[config.mk]
export PLATFORM = sky130hd
export DESIGN_NAME = ultrasonic_echo_ranger
export DESIGN_NICKNAME = d
export VERILOG_FILES = /design/src/hdl/uer_pkg.sv /design/src/hdl/uer_front.sv /design/src/hdl/uer_fifo.sv /design/src/hdl/uer_div.sv /design/src/hdl/uer_back.sv /design/src/hdl/ultrasonic_echo_ranger.sv
export SDC_FILE = /design/constraint.sdc
export NUM_CORES = 1
export LEC_CHECK = 0
export ABC_AREA = 1
export BUFFER_PORTS_ARGS = -buffer_cell sky130_fd_sc_hd__clkbuf_2
export CAP_MARGIN = 25
export CORE_ASPECT_RATIO = 1.1
export CORE_MARGIN = 5
export CORE_UTILIZATION = 37
export CTS_CLUSTER_DIAMETER = 150
export DETAILED_ROUTE_END_ITERATION = 16
export PLACE_DENSITY = 0.57
export RECOVER_POWER = 25
export SLEW_MARGIN = 10
export SYNTH_ARGS = -nofsm -noshare
export SYNTH_HDL_FRONTEND = slang
export SYNTH_SLANG_ARGS = --single-unit
[constraint.sdc]
create_clock -name i_clk -period 14.05 [get_ports i_clk]
set_input_delay 0.7025 -clock i_clk [delete_from_list [all_inputs] [get_ports i_clk]]
set_output_delay 0.7025 -clock i_clk [all_outputs]
set_load 0.05 [all_outputs]
[src/hdl/uer_pkg.sv]
// shared types and constants for the ultrasonic echo ranger
// no dependencies; imported by every module of the block
package uer_pkg;

    // event codes on the input kind field
    localparam logic [1:0] KIND_RISE = 2'd0;
    localparam logic [1:0] KIND_FALL = 2'd1;
    localparam logic [1:0] KIND_TICK = 2'd2;

    // configuration register indexes
    localparam logic CFG_MIN_DELAY  = 1'b0;
    localparam logic CFG_FULL_SCALE = 1'b1;

    // field widths
    localparam int KIND_W     = 2;
    localparam int SUB_W      = 16;
    localparam int DELAY_W    = 10;
    localparam int CFG_W      = 16;
    localparam int MS_W_MAX   = 16;
    localparam int PULSE_W    = 20;
    localparam int DIST_W     = 19;
    localparam int DIVIDEND_W = 26;
    localparam int DIVISOR_W  = 16;
    localparam int RECIP_W    = 24;
    localparam int DIST_SHIFT = 25;

    // arithmetic constants
    localparam logic [PULSE_W-1:0]  PULSE_MAX = 20'hFFFFF;
    localparam logic [9:0]          SUB_SCALE = 10'd999;
    localparam logic [9:0]          MS_US     = 10'd1000;
    // width*16/58 as width*ceil(2^28/29) >> 25, exact for every 20-bit width
    localparam logic [RECIP_W-1:0]  DIST_RECIP = 24'd9256396;

    // measurement phase
    typedef enum logic [1:0] {
        PH_IDLE    = 2'd0,
        PH_MEASURE = 2'd1,
        PH_HOLDOFF = 2'd2
    } t_phase;

    // back end sequencer state
    typedef enum logic [2:0] {
        BK_IDLE    = 3'd0,
        BK_START_Q = 3'd1,
        BK_WAIT_Q  = 3'd2,
        BK_SUM     = 3'd3,
        BK_DIST    = 3'd4,
        BK_OUT     = 3'd5
    } t_back_state;

    // classified event handed from front to back
    typedef struct packed {
        logic                 meas;
        logic                 trig;
        logic [MS_W_MAX-1:0]  ms;
        logic [SUB_W-1:0]     sub;
        logic [DIVISOR_W-1:0] fs;
    } t_cmd;

    // divider request
    typedef struct packed {
        logic                  start;
        logic [DIVIDEND_W-1:0] dividend;
        logic [DIVISOR_W-1:0]  divisor;
    } t_div_req;

    // divider status
    typedef struct packed {
        logic                  done;
        logic [DIVIDEND_W-1:0] quot;
    } t_div_rsp;

endpackage

[src/hdl/uer_front.sv]
// front end: config registers, phase tracking and event classification
// depends on uer_pkg; pushes one command per accepted word into the queue
module uer_front #(
    parameter int MS_COUNT_BITS = 10
) (
    input  logic                     i_clk,
    input  logic                     i_rst_n,
    input  logic                     i_valid,
    input  logic [uer_pkg::KIND_W-1:0] i_kind,
    input  logic [uer_pkg::SUB_W-1:0]  i_sub_count,
    input  logic                     i_full,
    input  logic                     i_cfg_we,
    input  logic                     i_cfg_idx,
    input  logic [uer_pkg::CFG_W-1:0]  i_cfg_data,
    output logic                     o_push,
    output uer_pkg::t_cmd            o_cmd
);
    import uer_pkg::*;

    localparam logic [MS_COUNT_BITS-1:0] MS_MAX = {MS_COUNT_BITS{1'b1}};

    logic [DELAY_W-1:0]       r_min_delay;
    logic [DIVISOR_W-1:0]     r_fs;
    t_phase                   r_phase, n_phase;
    logic [MS_COUNT_BITS-1:0] r_ms, n_ms;

    logic                     accept;
    logic [MS_COUNT_BITS-1:0] ms_inc;
    logic                     reached_cur;
    logic                     reached_inc;

    assign accept = i_valid && !i_full;

    // saturating tick count and delay checks
    assign ms_inc      = (r_ms == MS_MAX) ? r_ms : r_ms + 1'b1;
    assign reached_cur = (MS_W_MAX'(r_ms) >= MS_W_MAX'(r_min_delay)) || (r_ms == MS_MAX);
    assign reached_inc = (MS_W_MAX'(ms_inc) >= MS_W_MAX'(r_min_delay)) || (ms_inc == MS_MAX);

    // config writes
    always_ff @(posedge i_clk) begin
        if (!i_rst_n) begin
            r_min_delay <= DELAY_W'(50);
            r_fs        <= DIVISOR_W'(1000);
        end else if (i_cfg_we) begin
            case (i_cfg_idx)
                CFG_MIN_DELAY:  r_min_delay <= i_cfg_data[DELAY_W-1:0];
                CFG_FULL_SCALE: r_fs        <= i_cfg_data[DIVISOR_W-1:0];
                default: ;
            endcase
        end
    end

    // phase and count registers
    always_ff @(posedge i_clk) begin
        if (!i_rst_n) begin
            r_phase <= PH_IDLE;
            r_ms    <= '0;
        end else begin
            r_phase <= n_phase;
            r_ms    <= n_ms;
        end
    end

    // next phase and count
    always_comb begin
        n_phase = r_phase;
        n_ms    = r_ms;
        if (accept) begin
            case (r_phase)
                PH_MEASURE: begin
                    if (i_kind == KIND_FALL) begin
                        n_phase = reached_cur ? PH_IDLE : PH_HOLDOFF;
                    end else if (i_kind == KIND_TICK) begin
                        n_ms = ms_inc;
                    end
                end
                PH_HOLDOFF: begin
                    if (i_kind == KIND_TICK) begin
                        n_ms = ms_inc;
                        if (reached_inc) begin
                            n_phase = PH_IDLE;
                        end
                    end
                end
                default: begin
                    // idle, and the unused code acts as idle
                    if (i_kind == KIND_RISE) begin
                        n_ms    = '0;
                        n_phase = PH_MEASURE;
                    end
                end
            endcase
        end
    end

    // command to the back end
    always_comb begin
        o_push     = accept;
        o_cmd.meas = (r_phase == PH_MEASURE) && (i_kind == KIND_FALL);
        o_cmd.trig = ((r_phase == PH_MEASURE) && (i_kind == KIND_FALL) && reached_cur)
                  || ((r_phase == PH_HOLDOFF) && (i_kind == KIND_TICK) && reached_inc);
        o_cmd.ms   = MS_W_MAX'(r_ms);
        o_cmd.sub  = i_sub_count;
        // zero full scale counts as one
        o_cmd.fs   = (r_fs == '0) ? DIVISOR_W'(1) : r_fs;
    end

endmodule

[src/hdl/uer_fifo.sv]
// small command queue between front and back ends
// depends on uer_pkg for the command type
module uer_fifo #(
    parameter int DEPTH = 4
) (
    input  logic          i_clk,
    input  logic          i_rst_n,
    input  logic          i_push,
    input  uer_pkg::t_cmd i_cmd,
    input  logic          i_pop,
    output uer_pkg::t_cmd o_head,
    output logic          o_full,
    output logic          o_empty
);
    import uer_pkg::*;

    localparam int AW = (DEPTH > 1) ? $clog2(DEPTH) : 1;
    localparam int CW = $clog2(DEPTH + 1);
    localparam logic [AW-1:0] LAST = AW'(DEPTH - 1);

    t_cmd          r_mem [DEPTH];
    logic [AW-1:0] r_wptr, r_rptr;
    logic [CW-1:0] r_count;

    assign o_full  = (r_count == CW'(DEPTH));
    assign o_empty = (r_count == '0);
    assign o_head  = r_mem[r_rptr];

    // storage
    always_ff @(posedge i_clk) begin
        if (i_push) begin
            r_mem[r_wptr] <= i_cmd;
        end
    end

    // pointers and fill count
    always_ff @(posedge i_clk) begin
        if (!i_rst_n) begin
            r_wptr  <= '0;
            r_rptr  <= '0;
            r_count <= '0;
        end else begin
            if (i_push) begin
                r_wptr <= (r_wptr == LAST) ? '0 : r_wptr + 1'b1;
            end
            if (i_pop) begin
                r_rptr <= (r_rptr == LAST) ? '0 : r_rptr + 1'b1;
            end
            case ({i_push, i_pop})
                2'b10:   r_count <= r_count + 1'b1;
                2'b01:   r_count <= r_count - 1'b1;
                default: ;
            endcase
        end
    end

endmodule

[src/hdl/uer_div.sv]
// restoring divider, one quotient bit per cycle
// depends on uer_pkg for the request and status structs
module uer_div (
    input  logic             i_clk,
    input  logic             i_rst_n,
    input  uer_pkg::t_div_req i_req,
    output uer_pkg::t_div_rsp o_rsp
);
    import uer_pkg::*;

    localparam int NW = $clog2(DIVIDEND_W);

    logic [DIVISOR_W-1:0]  r_rem;
    logic [DIVIDEND_W-1:0] r_quo;
    logic [DIVISOR_W-1:0]  r_div;
    logic [NW-1:0]         r_cnt;
    logic                  r_busy;
    logic                  r_done;

    logic [DIVISOR_W:0]    rem_sh;
    logic [DIVISOR_W:0]    diff;
    logic                  ge;

    // one trial subtraction
    assign rem_sh = {r_rem, r_quo[DIVIDEND_W-1]};
    assign diff   = rem_sh - {1'b0, r_div};
    assign ge     = (rem_sh >= {1'b0, r_div});

    // datapath
    always_ff @(posedge i_clk) begin
        if (i_req.start) begin
            r_rem <= '0;
            r_quo <= i_req.dividend;
            r_div <= i_req.divisor;
            r_cnt <= NW'(DIVIDEND_W - 1);
        end else if (r_busy) begin
            r_rem <= ge ? diff[DIVISOR_W-1:0] : rem_sh[DIVISOR_W-1:0];
            r_quo <= {r_quo[DIVIDEND_W-2:0], ge};
            r_cnt <= r_cnt - 1'b1;
        end
    end

    // control
    always_ff @(posedge i_clk) begin
        if (!i_rst_n) begin
            r_busy <= 1'b0;
            r_done <= 1'b0;
        end else begin
            r_done <= 1'b0;
            if (i_req.start) begin
                r_busy <= 1'b1;
            end else if (r_busy && (r_cnt == '0)) begin
                r_busy <= 1'b0;
                r_done <= 1'b1;
            end
        end
    end

    assign o_rsp.done = r_done;
    assign o_rsp.quot = r_quo;

endmodule

[src/hdl/uer_back.sv]
// back end: pulse width and distance arithmetic, result register
// depends on uer_pkg and uer_div
module uer_back (
    input  logic                        i_clk,
    input  logic                        i_rst_n,
    input  uer_pkg::t_cmd               i_head,
    input  logic                        i_empty,
    output logic                        o_pop,
    output logic                        o_valid,
    input  logic                        i_ready,
    output logic                        o_distance_valid,
    output logic [uer_pkg::PULSE_W-1:0] o_pulse_us,
    output logic [uer_pkg::DIST_W-1:0]  o_distance_q4,
    output logic                        o_trigger
);
    import uer_pkg::*;

    t_back_state           r_state, n_state;
    logic                  r_meas;
    logic                  r_trig;
    logic [DIVIDEND_W-1:0] r_prod_q;
    logic [DIVIDEND_W-1:0] r_prod_ms;
    logic [DIVISOR_W-1:0]  r_fs;
    logic [PULSE_W-1:0]    r_pulse;
    logic [DIST_W-1:0]     r_dist;

    t_div_req              div_req;
    t_div_rsp              div_rsp;
    logic [DIVIDEND_W:0]   sum;
    logic [PULSE_W+RECIP_W-1:0] dist_prod;

    uer_div u_div (
        .i_clk   (i_clk),
        .i_rst_n (i_rst_n),
        .i_req   (div_req),
        .o_rsp   (div_rsp)
    );

    // whole milliseconds plus scaled sub count
    assign sum = {1'b0, r_prod_ms} + {1'b0, div_rsp.quot};

    // divide by 58 through the reciprocal
    assign dist_prod = (PULSE_W+RECIP_W)'(r_pulse) * (PULSE_W+RECIP_W)'(DIST_RECIP);

    // state register
    always_ff @(posedge i_clk) begin
        if (!i_rst_n) begin
            r_state <= BK_IDLE;
        end else begin
            r_state <= n_state;
        end
    end

    // next state
    always_comb begin
        n_state = r_state;
        case (r_state)
            BK_IDLE: begin
                if (!i_empty) begin
                    n_state = i_head.meas ? BK_START_Q : BK_OUT;
                end
            end
            BK_START_Q: n_state = BK_WAIT_Q;
            BK_WAIT_Q:  if (div_rsp.done) n_state = BK_SUM;
            BK_SUM:     n_state = BK_DIST;
            BK_DIST:    n_state = BK_OUT;
            BK_OUT:     if (i_ready) n_state = BK_IDLE;
            default:    n_state = BK_IDLE;
        endcase
    end

    // outputs and divider requests
    always_comb begin
        o_pop            = (r_state == BK_IDLE) && !i_empty;
        o_valid          = (r_state == BK_OUT);
        div_req.start    = (r_state == BK_START_Q);
        div_req.dividend = r_prod_q;
        div_req.divisor  = r_fs;
    end

    // working registers
    always_ff @(posedge i_clk) begin
        case (r_state)
            BK_IDLE: begin
                if (!i_empty) begin
                    r_meas    <= i_head.meas;
                    r_trig    <= i_head.trig;
                    r_prod_q  <= DIVIDEND_W'(i_head.sub) * DIVIDEND_W'(SUB_SCALE);
                    r_prod_ms <= DIVIDEND_W'(i_head.ms) * DIVIDEND_W'(MS_US);
                    r_fs      <= i_head.fs;
                    r_pulse   <= '0;
                    r_dist    <= '0;
                end
            end
            BK_SUM: begin
                // saturate the width
                r_pulse <= (sum > (DIVIDEND_W+1)'(PULSE_MAX)) ? PULSE_MAX : sum[PULSE_W-1:0];
            end
            BK_DIST: begin
                r_dist <= dist_prod[DIST_SHIFT +: DIST_W];
            end
            default: ;
        endcase
    end

    assign o_distance_valid = r_meas;
    assign o_pulse_us       = r_pulse;
    assign o_distance_q4    = r_dist;
    assign o_trigger        = r_trig;

endmodule

[src/hdl/ultrasonic_echo_ranger.sv]
// top level of the ultrasonic echo ranger: front end, command queue, back end
// depends on uer_pkg, uer_front, uer_fifo, uer_back (with uer_div)
//
//   channel   direction  handshake            payload
//   input     in         i_valid / o_ready    i_kind, i_sub_count
//   result    out        o_valid / i_ready    o_distance_valid, o_pulse_us,
//                                             o_distance_q4, o_trigger
//   config    in         i_cfg_we             i_cfg_idx, i_cfg_data
//
// the front end takes one word per cycle while the queue has room
// a rise, tick or ignored word only takes the back end through pop and present, plus output wait
// an echo fall takes the back end through pop, start, the bit-serial full-scale
// divide, sum, scale to distance and present
// synchronous active-low reset; no clearing pass, ready in the first cycle after reset
// a stalled result holds the back end, the queue absorbs FIFO_DEPTH words
module ultrasonic_echo_ranger #(
    parameter int MS_COUNT_BITS = 10,
    parameter int FIFO_DEPTH    = 4
) (
    input  logic                        i_clk,
    input  logic                        i_rst_n,
    input  logic                        i_valid,
    output logic                        o_ready,
    input  logic [uer_pkg::KIND_W-1:0]  i_kind,
    input  logic [uer_pkg::SUB_W-1:0]   i_sub_count,
    input  logic                        i_cfg_we,
    input  logic                        i_cfg_idx,
    input  logic [uer_pkg::CFG_W-1:0]   i_cfg_data,
    output logic                        o_valid,
    input  logic                        i_ready,
    output logic                        o_distance_valid,
    output logic [uer_pkg::PULSE_W-1:0] o_pulse_us,
    output logic [uer_pkg::DIST_W-1:0]  o_distance_q4,
    output logic                        o_trigger
);
    import uer_pkg::*;

    t_cmd push_cmd;
    t_cmd head;
    logic push;
    logic pop;
    logic full;
    logic empty;

    assign o_ready = !full;

    uer_front #(
        .MS_COUNT_BITS (MS_COUNT_BITS)
    ) u_front (
        .i_clk       (i_clk),
        .i_rst_n     (i_rst_n),
        .i_valid     (i_valid),
        .i_kind      (i_kind),
        .i_sub_count (i_sub_count),
        .i_full      (full),
        .i_cfg_we    (i_cfg_we),
        .i_cfg_idx   (i_cfg_idx),
        .i_cfg_data  (i_cfg_data),
        .o_push      (push),
        .o_cmd       (push_cmd)
    );

    uer_fifo #(
        .DEPTH (FIFO_DEPTH)
    ) u_fifo (
        .i_clk   (i_clk),
        .i_rst_n (i_rst_n),
        .i_push  (push),
        .i_cmd   (push_cmd),
        .i_pop   (pop),
        .o_head  (head),
        .o_full  (full),
        .o_empty (empty)
    );

    uer_back u_back (
        .i_clk            (i_clk),
        .i_rst_n          (i_rst_n),
        .i_head           (head),
        .i_empty          (empty),
        .o_pop            (pop),
        .o_valid          (o_valid),
        .i_ready          (i_ready),
        .o_distance_valid (o_distance_valid),
        .o_pulse_us       (o_pulse_us),
        .o_distance_q4    (o_distance_q4),
        .o_trigger        (o_trigger)
    );

endmodule

**Yosys cells after proc, flatten, opt, wreduce, memory -nomap -nowiden**

Memory sizes are Yosys's and may differ from the RTL's. A register that Yosys moved wholly into a read port is not among the register bits.
Cells that the tools add are included.

- Output and inout bits: 43
- Memories kept: 1
- Bits of input ports: 40
- RAM bits: 176
- Bits in registers: 219

Memories:

| name | words | width | rd ports | clocked after Yosys merged registers in | write ports | RTL line | source |
|---|---|---|---|---|---|---|---|
| u_fifo.r_mem | 4 | 44 | 1 | 1 | 1 | uer_fifo.sv:21 | `t_cmd r_mem [DEPTH];` |

- Reduce and logical (&&, ||, !) cells: 32
- Bitwise logic cells: 3
- Muxes and demuxes: 35
- $add $sub $neg: 8
- Equality and inequality tests: 23
- $mul: 3
- Order comparisons: 4

Operators by type and width:

| cell | count |
|---|---|
| 26-bit 2-to-1 mux | 2 |
| 20-bit by 22-bit multiplier with 42-bit output (second input constant) | 1 |
| 10-bit 2-to-1 mux | 4 |
| 20-bit 2-to-1 mux | 2 |
| 20-bit one-hot mux with 2 select lines | 1 |
| 19-bit one-hot mux with 2 select lines | 1 |
| 16-bit 2-to-1 mux | 2 |
| 26-bit by 26-bit adder with 27-bit output | 1 |
| 27-bit by 20-bit greater-than comparator with 1-bit output (second input constant) | 1 |
| 16-bit by 10-bit multiplier with 26-bit output (second input constant) | 1 |
| 16-bit by 7-bit multiplier with 23-bit output (second input constant) | 1 |
| 10-bit equality test (second input constant) | 2 |
| 10-bit >= comparator | 2 |
| 10-bit one-hot mux with 2 select lines | 1 |
| 19-bit 2-to-1 mux | 1 |
| 2-bit 2-to-1 mux | 9 |
| 3-bit one-hot mux with 6 select lines | 1 |
| 17-bit by 16-bit >= comparator with 1-bit output | 1 |
| 16-bit zero test | 1 |
| 16-bit subtractor | 1 |
| 3-bit 2-to-1 mux | 4 |
| 10-bit by 1-bit adder with 10-bit output (second input constant) | 1 |
| 2-bit equality test (second input constant) | 5 |
| 2-bit AND reduction | 5 |
| 25 further kinds | 57 |

**Depth between registers and ports, before layout**

Gate-level depths: netlist of the first run.

- Depth after elaboration: 7
- Gate-level depth with buffers: 28
- Depth with buffers taken out: 27

**Cells and area by module**

A second synthesis of the first run with hierarchy kept.

- Cells, all modules: 3601
- Area total of the unflattened synthesis: 34141.5 µm²

By module, submodules not included:

| module | instances | sequential area each (µm²) | area each (µm²) | cells each |
|---|---|---|---|---|
| uer_back | 1 | 3243.1 | 20055.5 | 2225 |
| uer_fifo | 1 | 6185.9 | 7893.8 | 543 |
| uer_div | 1 | 1721.7 | 3673.5 | 464 |
| uer_front | 1 | 760.7 | 2514.9 | 368 |
| ultrasonic_echo_ranger | 1 | 0.0 | 3.8 | 1 |

**Least setup slack after synthesis of the first run**

Ideal clock, no wire load.

- Path type: register to register
- Start: register u_back.r_pulse[14] (netlist: u_back.o_pulse_us[14])
- End: register u_back.r_dist[18] (netlist: u_back.o_distance_q4[18]), data pin
- Data required time: 13.797 ns
- Setup slack: 8.033 ns
- Stages on the path, launching flop included: 23
- Clock period less this slack: 6.017 ns
- Library setup time: 0.253 ns
- Path buffers: 0
- Arrival time: 5.765 ns
- Path through: edfxtp_1 > inv_1 > fa_1 > inv_1 > ha_1 > or2_2 > fa_1 > fa_1 > fa_1 > fa_1 > fa_1 > ha_1 > nand2_1 > nor2_1 > inv_1 > nor2_1 > inv_1 > nor3_1 > nand3_1 > nand3_1 > nand2_1 > nand2_1 > nor2_1

- Word-level cells in the longest chain between the ends: 2

RTL lines:

| element | RTL line | source |
|---|---|---|
| start, declared | uer_back.sv:24 | `logic [PULSE_W-1:0] r_pulse;` |
| start signal, assigned | uer_back.sv:97 | `r_pulse <= (sum > (DIVIDEND_W+1)'(PULSE_MAX)) ? PULSE_MAX : sum[PULSE_W-1:0];` |
| 20-bit by 22-bit multiplier with 42-bit output | uer_back.sv:43 | `assign dist_prod = (PULSE_W+RECIP_W)'(r_pulse) * (PULSE_W+RECIP_W)'(DIST_RECIP);` |
| 19-bit one-hot mux with 2 select lines | uer_back.sv:83 | `case (r_state)` |
| end signal, assigned | uer_back.sv:100 | `r_dist <= dist_prod[DIST_SHIFT +: DIST_W];` |
| end, declared | uer_back.sv:25 | `logic [DIST_W-1:0] r_dist;` |

Every way passes these cells.
A chain may end at the register's enable or synchronous reset.

==> flow_metrics.py, run 1 <==
metrics = {
    "cts": {
        "cts_made_buffers": 44,
        "root_buffer": "clkbuf_16",
        "postCtsResizedCells": 0,
        "clock_latency_ns": 0.59,
        "hold_buffers": 0,
        "htreeDepth": 2,
        "cts.path.max_buffers": 3,
        "tritoncts": "built",
        "path_clk_slew_ns": 0.06,
        "cts.sinks": 393,
        "postCtsSetupRepairBufs": 0,
    },
    "floorplan": {
        "die_x_um": 289,
        "num_rows": 112,
        "dieArea_mm2": 0.0913,
        "core_area_mm2": 0.0848,
        "initial_utilization": 0.373,
        "io_pins": 83,
        "die_h_um": 316,
    },
    "flow_run": {
        "drv_cap": 0,
    },
    "grt": {
        "grt_pass1_wl_um": 120000,
        "grt-ovfl-total": 0,
        "grtUsageTotal": 0.165,
        "grt_start_max_net_pins": 69,
        "grt_pass1_vias": 22700,
        "antenna_found_initial": 0,
    },
    "logic_synthesis": {
        "syn_area_per_cell_um2": 9.42,
        "syn_inst": 3353,
        "netlist_area_mm2": 0.0316,
        "ys_seq_area_frac": 0.351,
        "ys_types": 52,
        "synth_edf_count": 320,
        "async_flop_share": 0,
        "synth_ff_type": "edfxtp_1",
        "yosys_warnings": 0,
        "synth_fp_nets": 4050,
        "ys_ff_latch": 393,
    },
    "timing": {
        "min_period_ns": 6.80,
        "rsz0062_at_grt": "false",
        "fin_crit_sh": 0.484,
        "setup_tns_ns": 0,
        "finalSetupViolCount": 0,
        "worst_pin_slew_ns": 1.04,
        "fmax_mhz": 147,
        "slew_viol_final": 0,
        "fin_worst_skew_ns": 0.0472,
        "relSlewSlack": 0.308,
        "finalHoldViolCount": 0,
    },
    "critical_path": {
        "startpoint_type": "flip-flop",
        "cp.arrival_ns": 7.13,
        "worstRegToRegCells": 23,
        "cp_max_fo": 68,
        "end_kind": "flip-flop",
        "required_ns": 14.38,
        "critPathKind": "flip-flop to flip-flop",
    },
    "layout": {
        "final_cell_mix": "inv_1 (626), nand2_1 (581), ha_1 (381)",
        "drive_above_1_share": 0.0551,
        "final_common_cell": "inv_1",
        "area_delta_synth_final_pct": 10.2,
        "diodes": 0,
        "layout.nets": 4129,
    },
    "min_path": {
        "holdPathStages": 3,
        "hp-class": "input port to flip-flop",
    },
    "route": {
        "ant_nets": 0,
        "dr.pass1.iters": 5,
        "first_iter_violations": 1270,
        "wl_per_cell_um": 16.1,
        "totalWireLength_um": 74100,
        "viasPerCell": 4.80,
        "num_vias": 22100,
        "drc": 0,
    },
    "placed_design": {
        "io_buffers": 82,
        "hpwl_um": 59200,
        "gp_congestion": 0.910,
    },
    "run_status": {
        "status": "finished, final reports clean",
    },
}
worst paths after layout:
check	from	end	slack, ns
setup / recovery	flip-flop	u_back.r_prod_q[22]	7.25
hold / removal	i_cfg_data[7]	u_front.r_fs[7]	0.33
setup reg to reg	flip-flop	u_back.r_prod_q[22]	7.25
hold reg to reg	u_back.r_fs[5]	u_back.u_div.r_div[5]	0.42
state kept, by name, summed over array words and instances (netlist names), 19 cells and up, named ones only:
| register | count |
|---|---|
| u_back.o_pulse_us | 20 |
| u_back.u_div.r_quo | 26 |
| u_back.r_prod_q | 26 |
| u_back.o_distance_q4 | 19 |
| u_fifo.r_mem | 176 |
| u_back.r_prod_ms | 19 |
routing by layer:
metal  vias up  wire, um  GRT usage
li1      11100         -          -
met1     10500     32200      0.210
met2       381     37700      0.299
met3        81      2660     0.0210
met4         0      1590     0.0384
met5         -         0          0
kinds of logic (layout without fill, tap and decap cells):
| family | after synthesis | after routing | share of synthesized area |
|---|---|---|---|
| AOI/OAI and AO/OA | 472 | 472 | 0.0834 |
| xor gates and xnor gates | 62 | 62 | 0.0172 |
| adders and majority gates | 657 | 657 | 0.326 |
| buffers and inverters | 702 | 817 | 0.0840 |
| DFF | 393 | 393 | 0.351 |
| and+or+nand+nor | 1067 | 1067 | 0.139 |
Yosys cell counts (16+ instances only):
| cell | instances | area (um2) |
|---|---|---|
| inv_1 | 625 | 2350 |
| nand2_1 | 581 | 2180 |
| ha_1 | 381 | 4770 |
| edfxtp_1 | 320 | 9610 |
| nor2_1 | 284 | 1070 |
| fa_1 | 276 | 5530 |
| o21ai_0 | 175 | 876 |
| a21oi_1 | 174 | 871 |
| nand3_1 | 111 | 556 |
| dfxtp_1 | 73 | 1460 |
| clkbuf_1 | 60 | 225 |
| xor2_1 | 39 | 342 |
| o22ai_1 | 30 | 188 |
| xnor2_1 | 23 | 201 |
| nand4_1 | 22 | 138 |
| nor3_1 | 21 | 105 |
| a31oi_1 | 16 | 100 |
stage by stage:
step                utilization  setup slack (ns)  area (um2)  cells  hold slack [ns]
floorplan                     -              8.03       31600   3353            0.400
global placement          0.393              7.33       33300   4525            0.401
detailed placement        0.393              7.15       33300   4525            0.405
CTS                       0.411              7.17       34800   4607            0.301
global route              0.410              6.64       34800   4608            0.325
finish                    0.410              7.25       34800   4608            0.327
worst max-delay path, cell delays in order (launching register included):
cell,delay (ns)
dfxtp_2,0.31
buf_4,0.27
inv_2,0.33
buf_4,0.63
nand2_1,0.11
a32oi_1,0.68
fa_1,0.59
fa_1,0.55
inv_1,0.05
fa_1,0.53
inv_1,0.05
fa_1,0.53
inv_1,0.05
fa_1,0.50
inv_1,0.04
ha_1,0.34
nand2_1,0.14
nor2_1,0.07
nand3_1,0.08
o2111ai_1,0.17
a21oi_1,0.30
o21ai_0,0.12
nand2_1,0.07
nand2_1,0.05
cell type report:
type	count	area [um2]
clock inverters	29	314
flip-flops and latches	393	11100
well taps	1140	1430
repair buffers	104	554
fillers	8403	50000
inverters	631	2370
multi-input cells	2258	17900
clock buffers	53	1160
Power of run 1 is not shown: default switching activity piles up to over one toggle a cycle in this logic, so the estimate is an artifact.
==> run 2, diff against run 1 <==
--- a/config.mk
+++ b/config.mk
@@ -13,7 +13,7 @@
 export CORE_UTILIZATION = 37
 export CTS_CLUSTER_DIAMETER = 150
 export DETAILED_ROUTE_END_ITERATION = 16
-export PLACE_DENSITY = 0.57
+export PLACE_DENSITY = 0.59
 export RECOVER_POWER = 25
 export SLEW_MARGIN = 10
 export SYNTH_ARGS = -nofsm -noshare
==> constraint.sdc (replaced) <==
create_clock -name i_clk -period 5.92 [get_ports i_clk]
set_input_delay 0.296 -clock i_clk [delete_from_list [all_inputs] [get_ports i_clk]]
set_output_delay 0.296 -clock i_clk [all_outputs]
set_load 0.05 [all_outputs]
==> flow_metrics.py, run 2 (synthesized netlist as in run 1, its figures left out) <==
metrics = {
    "run_status": {
        "status": "finished, final reports clean",
    },
    "floorplan": {
        "io_pins": 83,
        "num_rows": 112,
        "die_x_um": 289,
        "dieArea_mm2": 0.0913,
        "die_h_um": 316,
        "initial_utilization": 0.373,
        "core_area_mm2": 0.0848,
    },
    "route": {
        "totalWireLength_um": 76400,
        "wl_per_cell_um": 16.1,
        "dr_wl_met3_um": 2810,
        "drc": 0,
        "first_iter_violations": 1174,
        "drt-met1-wl_um": 32800,
        "num_vias": 22600,
        "ant_nets": 0,
        "viasPerCell": 4.78,
        "maxUsedRoutingLayer": "met4",
        "dr.pass1.iters": 5,
        "route.met2.wl_um": 38900,
    },
    "critical_path": {
        "cp_max_fo": 4,
        "critical_path_buf_inv_count": 3,
        "crit_family": "adder cells",
        "timing.rr.end": "u_back.o_distance_q4[1]",
        "critical_path_depth": 19,
        "critPathKind": "flip-flop to flip-flop",
        "crit_path_frequent_cell": "fa_1",
        "slowest_delay_ns": 0.65,
        "startpoint_type": "flip-flop",
        "required_ns": 6.27,
        "crit_chain": "fa_2, inv_2, fa_1, fa_2, inv_1, ha_1, fa_1, fa_1, fa_1, ha_1, nand2_2, nor2_2, buf_4, a21oi_1, o21ai_1, nand2_1, nand2_1, o21ai_0, a21oi_1",
        "worstRegToRegCells": 19,
        "r2r_start": "u_back.o_pulse_us[8]",
        "cp_slowest_cell": "fa_2",
        "end_kind": "flip-flop",
        "cp.arrival_ns": 6.09,
        "rrSetupSlack_ns": 0.18,
    },
    "placed_design": {
        "hpwl_um": 61600,
        "io_buffers": 82,
        "placed_cell_area_mm2": 0.0341,
        "gp_congestion": 0.930,
    },
    "layout": {
        "post-route-util": 0.429,
        "final_common_cell": "inv_1",
        "largest_reg_flops": 176,
        "layout.nets": 4255,
        "drive_above_1_share": 0.106,
        "finalInstanceArea_mm2": 0.0364,
        "final_cell_mix": "inv_1 (620), nand2_1 (569), ha_1 (362)",
        "area_delta_synth_final_pct": 15.2,
        "regMostFlops": "u_fifo.r_mem",
        "top_regs": "u_fifo.r_mem x176, u_back.r_prod_q x26, u_back.u_div.r_quo x26",
    },
    "flow_run": {
        "drv_cap": 0,
    },
    "cts": {
        "htreeDepth": 2,
        "cts.sinks": 393,
        "cts.path.max_buffers": 3,
        "cts_made_buffers": 44,
        "path_clk_slew_ns": 0.06,
        "tritoncts": "built",
        "clock_latency_ns": 0.60,
        "root_buffer": "clkbuf_16",
    },
    "grt": {
        "grt-ovfl-total": 0,
        "antenna_found_initial": 0,
        "grt_pass1_wl_um": 123000,
        "grt_start_max_net_pins": 53,
        "grt_pass1_vias": 23200,
        "grtUsageTotal": 0.168,
    },
    "min_path": {
        "hp-class": "input port to flip-flop",
        "hold_end": "u_front.r_fs[2]",
        "worstHoldStart": "i_cfg_data[2]",
        "holdPathStages": 3,
    },
    "timing": {
        "fin_crit_sh": 0.970,
        "finalHoldViolCount": 0,
        "relSlewSlack": 0.454,
        "finalSetupViolCount": 0,
        "setup_tns_ns": 0,
        "rsz0062_at_grt": "true",
        "min_period_ns": 5.74,
        "slew_viol_final": 0,
        "fmax_mhz": 174,
        "fin_worst_skew_ns": 0.0544,
        "worst_pin_slew_ns": 0.819,
    },
}
## run 2: cell count changes in the layout (fill, tap and decap cells not counted), sizes merged
cell,previous run,this run
bufinv,4,3
clkinv,20,16
buf,22,117
clkbuf,135,139
diode,0,1
dlygate4sd3,0,31
clkinvlp,0,4
inv,636,633
## run 2: layout make-up
cell class | count | area (um2)
tap | 1140 | 1430
clock inverter | 25 | 292
inverter | 631 | 2370
antenna | 1 | 2.50
multi-input combinational | 2258 | 18400
timing repair buffer | 230 | 1620
fill | 8338 | 48400
sequential | 393 | 11100
clock buffer | 57 | 1200
## run 2: repair_timing
action                                  in CTS  in global routing
hold buffers                                31                  0
hold endpoints to repair                    85                  0
gates resized for setup                      1                111
setup buffers                                0                  5
endpoints found under the setup margin       2                 27
pin swaps                                    0                 30
## run 2: worst reg2reg max path, delay by kind of cell, from the launching register on
| family | cells | cell delay (ns) |
|---|---|---|
| simple gates | 4 | 0.35 |
| compound gates | 4 | 0.59 |
| fa+ha+maj | 8 | 3.85 |
| buf+inv | 3 | 0.24 |
| flops | 1 | 0.50 |
## run 2: worst max path at each step
stage,slack (ns),to,start
final,0.18,u_back.o_distance_q4[1],u_back.o_pulse_us[8]
after CTS,0.003,u_back.o_distance_q4[12],u_back.o_pulse_us[12]
after global placement,0.03,u_back.o_distance_q4[5],u_back.o_pulse_us[5]
after floorplan,-0.03,u_back.o_distance_q4[18],u_back.o_pulse_us[19]
after global routing,-0.04,u_back.o_distance_q4[17],u_back.o_pulse_us[8]
after detailed placement,-0.06,u_back.o_distance_q4[1],u_back.o_pulse_us[5]
## run 2: layer usage
metal  vias to the layer above  global-route usage
li1                      11300                   -
met5                         -                   0
met3                        94              0.0203
met4                         0              0.0421
met1                     10800               0.213
met2                       377               0.305
## run 2: stage by stage
stage                     hold WS [ns]  std cells  setup WS [ns]
after floorplan                  0.395       3353        -0.0282
after global placement           0.401       4614         0.0342
after detailed placement         0.405       4615        -0.0584
after CTS                     0.000681       4728        0.00265
after global routing            0.0541       4734        -0.0363
final                           0.0275       4735          0.180
Power of run 2 is left out for the same reason.
